===== src/rtl/core/frame_difference_scene_cut_assert.svh =====
// ----------------------------------------------------------------------------
// Assertion macros for the frame difference scene cut detector.
// The macros expect clk, and FDSC_ASSERT also rst_n, to be visible in the using scope.
// ----------------------------------------------------------------------------
`ifndef FRAME_DIFFERENCE_SCENE_CUT_ASSERT_SVH
`define FRAME_DIFFERENCE_SCENE_CUT_ASSERT_SVH

// Checked only while out of reset.
`define FDSC_ASSERT(lbl, prop, msg) \
    lbl: assert property (@(posedge clk) disable iff (!rst_n) prop) else $error(msg);

// Checked at every clock edge, reset included.
`define FDSC_ASSERT_ALWAYS(lbl, prop, msg) \
    lbl: assert property (@(posedge clk) prop) else $error(msg);

`endif


===== src/rtl/core/fdsc_pkg.sv =====
// ----------------------------------------------------------------------------
// fdsc_pkg
// Shared widths, register indexes, codes and types of the scene cut detector.
// ----------------------------------------------------------------------------
package fdsc_pkg;

    localparam int PIX_W      = 8;
    localparam int COUNT_W    = 24;
    localparam int CFG_DATA_W = 22;
    localparam int CFG_IDX_W  = 1;
    localparam int THR_W      = 16;

    // Register indexes on the write port.
    localparam logic [CFG_IDX_W-1:0] REG_PIXELS_PER_FRAME = 1'd0;
    localparam logic [CFG_IDX_W-1:0] REG_THRESHOLD_Q8     = 1'd1;

    localparam logic [CFG_DATA_W-1:0] PIXELS_PER_FRAME_RST = 22'd76800;
    localparam logic [THR_W-1:0]      THRESHOLD_Q8_RST     = 16'd7680;

    // Input word actions.
    localparam logic ACTION_PIXEL = 1'b0;
    localparam logic ACTION_EOS   = 1'b1;

    // Result queue geometry.
    localparam int RES_DEPTH = 8;
    localparam int RES_PTR_W = 3;
    localparam int RES_CNT_W = 4;

    // Event handed from the accumulator to the decision stage.
    typedef struct packed {
        logic               valid;
        logic               eos;
        logic [COUNT_W-1:0] idx;
    } evt_t;

    typedef struct packed {
        logic [COUNT_W-1:0] boundary_frame;
        logic               is_final;
        logic               last_in_run;
    } result_t;

endpackage


===== src/rtl/core/fdsc_if.sv =====


interface fdsc_out_if;
    import fdsc_pkg::*;

    logic               valid;
    logic               ready;
    logic [COUNT_W-1:0] boundary_frame;
    logic               is_final;
    logic               last_in_run;

    modport source (output valid, output boundary_frame, output is_final,
                    output last_in_run, input ready);
    modport sink   (input valid, input boundary_frame, input is_final,
                    input last_in_run, output ready);
endinterface


===== src/rtl/core/fdsc_decide.sv =====
// ----------------------------------------------------------------------------
// fdsc_decide
// Threshold compare at frame end and the queue of boundary words.
// ----------------------------------------------------------------------------
module fdsc_decide #(
    parameter int SW     = 29,
    parameter int PROD_W = 38
) (
    input  logic                          clk,
    input  logic                          rst_n,
    input  fdsc_pkg::evt_t                evt,
    input  logic [SW-1:0]                 evt_sum,
    input  logic [PROD_W-1:0]             prod,
    fdsc_out_if.source                    boundaries,
    output logic [fdsc_pkg::RES_CNT_W-1:0] occupancy
);
    import fdsc_pkg::*;

    localparam int CW = (SW + 8 > PROD_W) ? SW + 8 : PROD_W;

    result_t              res_q_reg [RES_DEPTH];
    logic [RES_PTR_W-1:0] wr_ptr_reg, wr_ptr_next;
    logic [RES_PTR_W-1:0] rd_ptr_reg, rd_ptr_next;
    logic [RES_CNT_W-1:0] cnt_reg, cnt_next;

    logic [CW-1:0]        lhs, rhs;
    logic                 cut;
    logic [1:0]           n_push;
    result_t              r0, r1;
    logic                 pop;

    // Mean above threshold, evaluated exactly as sum * 256 > threshold * size.
    assign lhs = CW'({evt_sum, 8'h00});
    assign rhs = CW'(prod);
    assign cut = lhs > rhs;

    always_comb
    begin
        r0.boundary_frame = evt.idx;
        r0.is_final       = 1'b0;
        r0.last_in_run    = 1'b1;
        r1.boundary_frame = evt.idx;
        r1.is_final       = 1'b0;
        r1.last_in_run    = 1'b1;
        n_push            = 2'd0;
        if (evt.valid)
        begin
            if (evt.eos)
            begin
                r0.is_final = 1'b1;
                n_push      = 2'd1;
            end
            else if (evt.idx == '0)
            begin
                // The first comparison always opens a segment at zero.
                r0.last_in_run = !cut;
                n_push         = cut ? 2'd2 : 2'd1;
            end
            else
            begin
                n_push = cut ? 2'd1 : 2'd0;
            end
        end
    end

    assign pop = boundaries.valid && boundaries.ready;

    always_comb
    begin
        wr_ptr_next = wr_ptr_reg + RES_PTR_W'(n_push);
        rd_ptr_next = rd_ptr_reg + (pop ? RES_PTR_W'(1) : RES_PTR_W'(0));
        cnt_next    = cnt_reg + RES_CNT_W'(n_push) - (pop ? RES_CNT_W'(1) : RES_CNT_W'(0));
    end

    always_ff @(posedge clk or negedge rst_n)
    begin
        if (!rst_n)
        begin
            wr_ptr_reg <= '0;
            rd_ptr_reg <= '0;
            cnt_reg    <= '0;
        end
        else
        begin
            wr_ptr_reg <= wr_ptr_next;
            rd_ptr_reg <= rd_ptr_next;
            cnt_reg    <= cnt_next;
        end
    end

    always_ff @(posedge clk)
    begin
        if (n_push != 2'd0)
        begin
            res_q_reg[wr_ptr_reg] <= r0;
        end
        if (n_push == 2'd2)
        begin
            res_q_reg[wr_ptr_reg + RES_PTR_W'(1)] <= r1;
        end
    end

    assign boundaries.valid          = (cnt_reg != '0);
    assign boundaries.boundary_frame = res_q_reg[rd_ptr_reg].boundary_frame;
    assign boundaries.is_final       = res_q_reg[rd_ptr_reg].is_final;
    assign boundaries.last_in_run    = res_q_reg[rd_ptr_reg].last_in_run;
    assign occupancy                 = cnt_reg;

endmodule


===== src/flat_wrapper.sv =====
// flat-port wrapper written by rule: the top's interface ports become plain ports
module fdsc_decide_flat import fdsc_pkg::*;
#(
    parameter int SW     = 29,
    parameter int PROD_W = 38
)
  (clk, rst_n, evt, evt_sum, prod, occupancy, boundaries_valid, boundaries_boundary_frame, boundaries_is_final, boundaries_last_in_run, boundaries_ready);
  fdsc_out_if boundaries_i ();
  input  logic clk;
  input  logic rst_n;
  input  fdsc_pkg::evt_t evt;
  input  logic [SW-1:0] evt_sum;
  input  logic [PROD_W-1:0] prod;
  output logic [fdsc_pkg::RES_CNT_W-1:0] occupancy;
  output wire logic [$bits(boundaries_i.valid)-1:0] boundaries_valid;
  output wire logic [$bits(boundaries_i.boundary_frame)-1:0] boundaries_boundary_frame;
  output wire logic [$bits(boundaries_i.is_final)-1:0] boundaries_is_final;
  output wire logic [$bits(boundaries_i.last_in_run)-1:0] boundaries_last_in_run;
  input wire logic [$bits(boundaries_i.ready)-1:0] boundaries_ready;
  assign boundaries_valid = boundaries_i.valid;
  assign boundaries_boundary_frame = boundaries_i.boundary_frame;
  assign boundaries_is_final = boundaries_i.is_final;
  assign boundaries_last_in_run = boundaries_i.last_in_run;
  assign boundaries_i.ready = boundaries_ready;
  fdsc_decide #(.SW(SW), .PROD_W(PROD_W)) u_core (.clk(clk), .rst_n(rst_n), .evt(evt), .evt_sum(evt_sum), .prod(prod), .boundaries(boundaries_i), .occupancy(occupancy));
endmodule

===== config.mk =====
export PLATFORM = sky130hd
export DESIGN_NAME = fdsc_decide_flat
export DESIGN_NICKNAME = d
export VERILOG_FILES = /design/src/rtl/core/frame_difference_scene_cut_assert.svh /design/src/rtl/core/fdsc_pkg.sv /design/src/rtl/core/fdsc_if.sv /design/src/rtl/core/fdsc_decide.sv /design/src/flat_wrapper.sv
export SDC_FILE = /design/constraint.sdc
export NUM_CORES = 1
export LEC_CHECK = 0
export BUFFER_PORTS_ARGS = -buffer_cell sky130_fd_sc_hd__buf_2
export CORE_MARGIN = 2
export CORE_UTILIZATION = 50
export CTS_CLUSTER_DIAMETER = 60
export CTS_CLUSTER_SIZE = 14
export DETAILED_ROUTE_END_ITERATION = 16
export PLACE_DENSITY_LB_ADDON = 0.25
export SLEW_MARGIN = 20
export SYNTH_ARGS = -nofsm -noshare
export SYNTH_HDL_FRONTEND = slang
export SYNTH_SLANG_ARGS = --single-unit

===== constraint.sdc =====
create_clock -name clk -period 3.35 [get_ports clk]
set_input_delay 0.5025 -clock clk [delete_from_list [all_inputs] [get_ports clk]]
set_output_delay 0.5025 -clock clk [all_outputs]
set_load 0.05 [all_outputs]

==> results of run 1 <==
-- stage by stage --
stage          setup TNS (ps)  total power (uW)  cell area, um2
6_report                    0              9770           13200
5_1_grt                     0             10300           13200
4_1_cts                     0              9900           13200
3_5_place_dp          -103850              7750           12600
3_3_place_gp           -82830              7690           12600
2_1_floorplan          -18420              6620           11000
-- area by class of cell --
cell class | count | area (um2) | area share
antenna | 1 | 2.50 | 0.000189
clock buffer | 33 | 571 | 0.0432
clock inverter | 3 | 25.0 | 0.00189
inverter | 49 | 215 | 0.0163
multi-input combinational | 445 | 4270 | 0.323
sequential | 218 | 6340 | 0.480
tap | 275 | 344 | 0.0260
timing repair buffer | 207 | 1450 | 0.110
-- power breakdown --
group / internal (uW) / total, uW / switching (uW)
logic: 1630 / 3910 / 2280
registers: 3350 / 3720 / 378
clock network: 1170 / 2130 / 960
-- metal layers --
layer	GRT usage	vias to the layer above	part of all wire
li1	-	3109	-
met1	0.277	3201	0.43
met2	0.356	163	0.50
met3	0.0317	30	0.053
met4	0.0375	2	0.015
met5	0	-	0.00058
-- logic make-up (layout without fill, tap and decap cells) --
group,count (synthesis),in the layout,synth area share
AND/OR/NAND/NOR,270,270,0.158
flip-flops,218,218,0.582
AO/OA/AOI/OAI,37,37,0.0242
other,0,1,0
buffers and inverters,84,292,0.0354
XOR/XNOR,6,6,0.00552
adder cells (fa/ha/maj),42,42,0.0496
multiplexers,90,90,0.145
-- worst register-to-register path, delay by kind of cell, from the launching register on --
family / cells / cell delay [ps]
flip-flops: 1 / 580
AND/OR/NAND/NOR: 3 / 430
XOR/XNOR: 1 / 380
adder cells (fa/ha/maj): 1 / 290
buffers and inverters: 1 / 260
-- Yosys cell counts, types with 6 or more instances --
library cell and number:
and2_1 75, nor2b_2 18, nor4_1 7, inv_1 49, mux2i_1 12, dfxtp_1 16, edfxtp_1 192, nand2_1 9
buf_6 6, clkbuf_1 11, nand4_1 6, nand3_1 7, ha_1 40, dfrtp_1 10, buf_2 17, mux2_2 26
nor2b_1 107, nor2_1 15, a21oi_1 8, mux4_2 52
-- path summary, 6_finish.rpt --
| check | depth (start not counted) | to | from | slack (ps) |
|---|---|---|---|---|
| max in group asynchronous | 2 | u_core.rd_ptr_reg[0] | rst_n | 2740 |
| min reg2reg | 2 | u_core.res_q_reg[6][0] | u_core.res_q_reg[6][0] | 470 |
| max | 4 | boundaries_boundary_frame[5] | u_core.rd_ptr_reg[0] | 170 |
| min in group clk | 2 | u_core.res_q_reg[2][20] | evt[18] | 400 |
| min | 2 | u_core.wr_ptr_reg[0] | rst_n | 400 |
| max reg2reg | 6 | u_core.res_q_reg[0][16] | u_core.wr_ptr_reg[0] | 1160 |
-- timing repair --
action / 4_1_cts / 5_1_grt
hold buffers: 1 / 0
hold endpoints to repair: 10 / 0
setup buffers: 0 / 0
==> results.sh, run 1 <==
export IMPL_status="finished, final reports clean"
export IMPL_wl_per_cell_um=18.3
export IMPL_syn_area_per_cell_um2=14.6
export IMPL_boundaryPins=127
export IMPL_finalSetupViolCount=0
export IMPL_syn_area_mm2=0.0109
export IMPL_synth_ff_type="edfxtp_1"
export IMPL_synthArstFlopShare=0.0459
export IMPL_required_ps=2850
export IMPL_start_util=0.513
export IMPL_synth_area_top_cells="edfxtp_1, mux4_2, nor2b_1, ha_1, and2_1"
export IMPL_cts_tree="built"
export IMPL_path_cells="buf_4, mux4_2, mux2_2, buf_2"
export IMPL_cp_arrival_ps=2680
export IMPL_whs_ps=397
export IMPL_gp_congestion=0.779
export IMPL_hold_viol=0
export IMPL_die_height_um=152
export IMPL_portBuffers=126
export IMPL_antenna_found_initial=2
export IMPL_htreeDepth=1
export IMPL_critPathCaptureType="primary output"
export IMPL_slew_headroom=0.483
export IMPL_cts_buffer_depth=3
export IMPL_final_cells=1231
export IMPL_num_vias=6505
export IMPL_maxCapViolCount=0
export IMPL_ant_nets=0
export IMPL_dp_cells=1193
export IMPL_grt_ovfl_total=0
export IMPL_cp_num_buf_inv=2
export IMPL_synth_edf_count=192
export IMPL_synth_top_area_frac=0.529
export IMPL_cts_sinks=218
export IMPL_grt_max_degree=30
export IMPL_die_x_um=152
export IMPL_utilization=0.623
export IMPL_final_setup_worst_slack_ps=169
export IMPL_crit_path_max_incr_delay_ps=820
export IMPL_grt_usage=0.204
export IMPL_worstSkewPairLatency_ps=490
export IMPL_crit_slowest_cell="dfrtp_4"
export IMPL_grt_pass1_wl_um=35900
export IMPL_clockRootBuffer="clkbuf_16"
export IMPL_cts_buffers=20
export IMPL_place_hpwl_um=15800
export IMPL_fillers=1632
export IMPL_p_leak_uw=0.00501
export IMPL_drive_gt1_frac=0.378
export IMPL_dpl_worst_slack_ps=-333
export IMPL_via_per_inst=5.28
export IMPL_design_die_area_mm2=0.0230
export IMPL_tightest_slew_ps=775
export IMPL_largest_reg_flops=208
export IMPL_area_growth_pct=21.4
export IMPL_cp_max_fo=29
export IMPL_cp_start_kind="register"
export IMPL_final_cell_mix="edfxtp_1, buf_2, nor2b_1"
export IMPL_ir_drop_mv=0.714
export IMPL_final_common_cell="edfxtp_1"
export IMPL_period_minus_slack_ps=3180
export IMPL_rsz0062_at_grt="no"
export IMPL_wl_um=22600
export IMPL_drc=0
export IMPL_finalClockSkew_ps=6.55
export IMPL_crit_type="register to primary output"
export IMPL_synthCells=747
export IMPL_hp_class="input pin to asynchronous set/reset pin"
export IMPL_synth_nets=885
export IMPL_fmax_mhz=314
export IMPL_cts_resized=0
export IMPL_synth_top_area_cell="edfxtp_1"
export IMPL_ys_ff_latch=218
export IMPL_rows=53
export IMPL_clkTransAtPathRegs_ps=60
export IMPL_grt_pass1_vias=6790
export IMPL_firstDrtPassIters=4
export IMPL_synth_warnings=0
export IMPL_yosysUniqueCellTypes=51
export IMPL_slew_violations=0
export IMPL_period_share=0.949
export IMPL_path_delay_family="flip-flops"
export IMPL_power_per_cell_area_mw_per_mm2=739
export IMPL_yosysSeqAreaShare=0.582
export IMPL_nNetsFinal=1079
export IMPL_core_area_mm2=0.0212
export IMPL_drt_iter0_markers=341
Power figures use the tool's default switching activity.
==> run 2, diff against run 1 <==
--- a/config.mk
+++ b/config.mk
@@ -6,12 +6,11 @@
 export NUM_CORES = 1
 export LEC_CHECK = 0
 export BUFFER_PORTS_ARGS = -buffer_cell sky130_fd_sc_hd__buf_2
-export CORE_MARGIN = 2
 export CORE_UTILIZATION = 50
 export CTS_CLUSTER_DIAMETER = 60
-export CTS_CLUSTER_SIZE = 14
+export CTS_CLUSTER_SIZE = 28
 export DETAILED_ROUTE_END_ITERATION = 16
-export PLACE_DENSITY_LB_ADDON = 0.25
+export PLACE_DENSITY = 0.7
 export SLEW_MARGIN = 20
 export SYNTH_ARGS = -nofsm -noshare
 export SYNTH_HDL_FRONTEND = slang
==> run 2 against run 1 <==
  * Non-clock buffer count stayed put
  * Utilization is 0.53 points higher
  * Die area is 2.6% lower
  * Worst hold slack worse by 14 ps
  * Final area is 0.85% higher
  * Clock skew is 14 ps higher
  * Via count is 2.5% higher
  * Setup slack worse by 35 ps
  * Fmax is 1.1% lower
  * Critical path depth is 10 higher
  * Sequential power is 3% lower
==> results.sh, run 2 (same netlist as run 1, synthesis figures left out) <==
export IMPL_path_cells="buf_2, nor4_1, buf_4, nand4_1, nor2_1, ha_1, nand3b_1, buf_4, ha_1, inv_1, ha_1, a21o_1, a21oi_1, xor2_1"
export IMPL_cts_buffer_depth=3
export IMPL_ff_latch_area_mm2=0.00634
export IMPL_rsz0062_at_grt="no"
export IMPL_maxCapViolCount=0
export IMPL_r2r_end="u_core.res_q_reg[7][4]"
export IMPL_crit_path_max_incr_delay_ps=610
export IMPL_setup_tns_final_ps=0
export IMPL_status="finished, final reports clean"
export IMPL_portBuffers=126
export IMPL_cts_sinks=218
export IMPL_fillers=1593
export IMPL_htreeDepth=1
export IMPL_finalClockSkew_ps=20.2
export IMPL_clkTransAtPathRegs_ps=80
export IMPL_r2r_start="u_core.wr_ptr_reg[0]"
export IMPL_rr_worst_depth=6
export IMPL_drive_gt1_frac=0.387
export IMPL_p_leak_uw=0.00508
export IMPL_multi_input_area_mm2=0.00427
export IMPL_boundaryPins=127
export IMPL_final_cell_mix="edfxtp_1, buf_2, nor2b_1"
export IMPL_hold_viol=0
export IMPL_utilization=0.628
export IMPL_final_common_cell="edfxtp_1"
export IMPL_num_vias=6669
export IMPL_largest_reg_flops=208
export IMPL_cts_buffers=17
export IMPL_grt_pass1_vias=6994
export IMPL_period_share=0.960
export IMPL_design_die_area_mm2=0.0224
export IMPL_final_setup_worst_slack_ps=135
export IMPL_worstSkewPairLatency_ps=510
export IMPL_rows=53
export IMPL_core_area_mm2=0.0212
export IMPL_antenna_found_initial=0
export IMPL_grt_pass1_wl_um=36500
export IMPL_grt_max_degree=29
export IMPL_n_antenna_cell=0
export IMPL_dpl_worst_slack_ps=-359
export IMPL_cp_start_kind="input pin"
export IMPL_slew_headroom=0.542
export IMPL_crit_type="input pin to register"
export IMPL_cp_max_fo=4
export IMPL_start_util=0.513
export IMPL_cts_tree="built"
export IMPL_tightest_slew_ps=681
export IMPL_drt_iter0_markers=348
export IMPL_fmax_mhz=311
export IMPL_firstDrtPassIters=5
export IMPL_clockRootBuffer="clkbuf_16"
export IMPL_die_x_um=150
export IMPL_r2r_slack_ps=930
export IMPL_ir_drop_mv=0.758
export IMPL_wl_per_cell_um=19.1
export IMPL_slew_violations=0
export IMPL_grt_usage=0.215
export IMPL_cpMostUsedCell="ha_1"
export IMPL_wl_um=23400
export IMPL_cp_arrival_ps=3640
export IMPL_place_hpwl_um=16600
export IMPL_drc=0
export IMPL_area_growth_pct=22.4
export IMPL_ant_nets=0
export IMPL_nNetsFinal=1076
export IMPL_via_per_inst=5.45
export IMPL_grt_ovfl_total=0
export IMPL_critPathCaptureType="register"
export IMPL_required_ps=3780
export IMPL_hp_class="input pin to asynchronous set/reset pin"
export IMPL_die_height_um=150
export IMPL_finalSetupViolCount=0
export IMPL_crit_slowest_cell="nor4_1"
export IMPL_gp_congestion=0.853
export IMPL_period_minus_slack_ps=3220
export IMPL_power_per_cell_area_mw_per_mm2=741
run 2: cell count changes in the layout (fill, tap and decap cells not counted), moves of 3 or more:
cell       previous run  this run
buf_4                63        56
inv_16                0         4
clkbuf_1             12         0
inv_6                 1         4
buf_12               17        23
clkbuf_16            21        17
run 2: cell type report:
cell class	count	area share
Sequential cell	218	0.476
Clock inverter	13	0.0150
Multi-Input combinational cell	445	0.320
Clock buffer	17	0.0319
Tap cell	275	0.0258
Inverter	49	0.0161
Timing Repair Buffer	207	0.115
run 2: metal layers:
layer / track usage / up-vias / share of wire
met5: 0 / - / 0
met4: 0.0423 / 0 / 0.013
met3: 0.0274 / 21 / 0.048
met2: 0.394 / 183 / 0.53
met1: 0.273 / 3350 / 0.41
li1: - / 3115 / -
run 2: through the flow:
step	cell area (um2)	std cells	hold WS [ps]	total power, uW
4_1_cts	13300	1223	371	9960
3_5_place_dp	12700	1192	376	7770
5_1_grt	13300	1224	382	10300
2_1_floorplan	11000	747	207	6620
3_3_place_gp	12700	1192	366	7650
6_report	13300	1224	384	9880
run 2: what timing repair did:
action,4_1_cts,5_1_grt
hold buffers,1,0
buffers inserted,0,1
endpoints found under the hold margin,10,0
endpoints found under the setup margin,0,25
gates resized for setup,0,2
run 2: power by group:
part,internal (uW),total (uW),switching (uW)
registers,3340,3620,275
logic,1640,4050,2420
clock network,1060,2200,1150
run 2: critical path, delay by kind of cell:
family | cells | cell delay [ps]
buf+inv | 4 | 570
xor+xnor | 1 | 150
simple gates | 4 | 1230
fa+ha+maj | 3 | 830
compound gates | 2 | 360
run 2: how the worst max path moves through the flow:
stage	startpoint	to	slack [ps]	depth (start not counted)
floorplan	prod[9]	u_core.res_q_reg[0][10]	-190	14
finish	evt[19]	u_core.occupancy[3]	130	14
global route	prod[32]	u_core.res_q_reg[5][3]	10	15
global placement	prod[9]	u_core.res_q_reg[4][19]	-270	15
CTS	prod[36]	u_core.occupancy[3]	150	17
detailed placement	prod[36]	u_core.occupancy[3]	-360	17
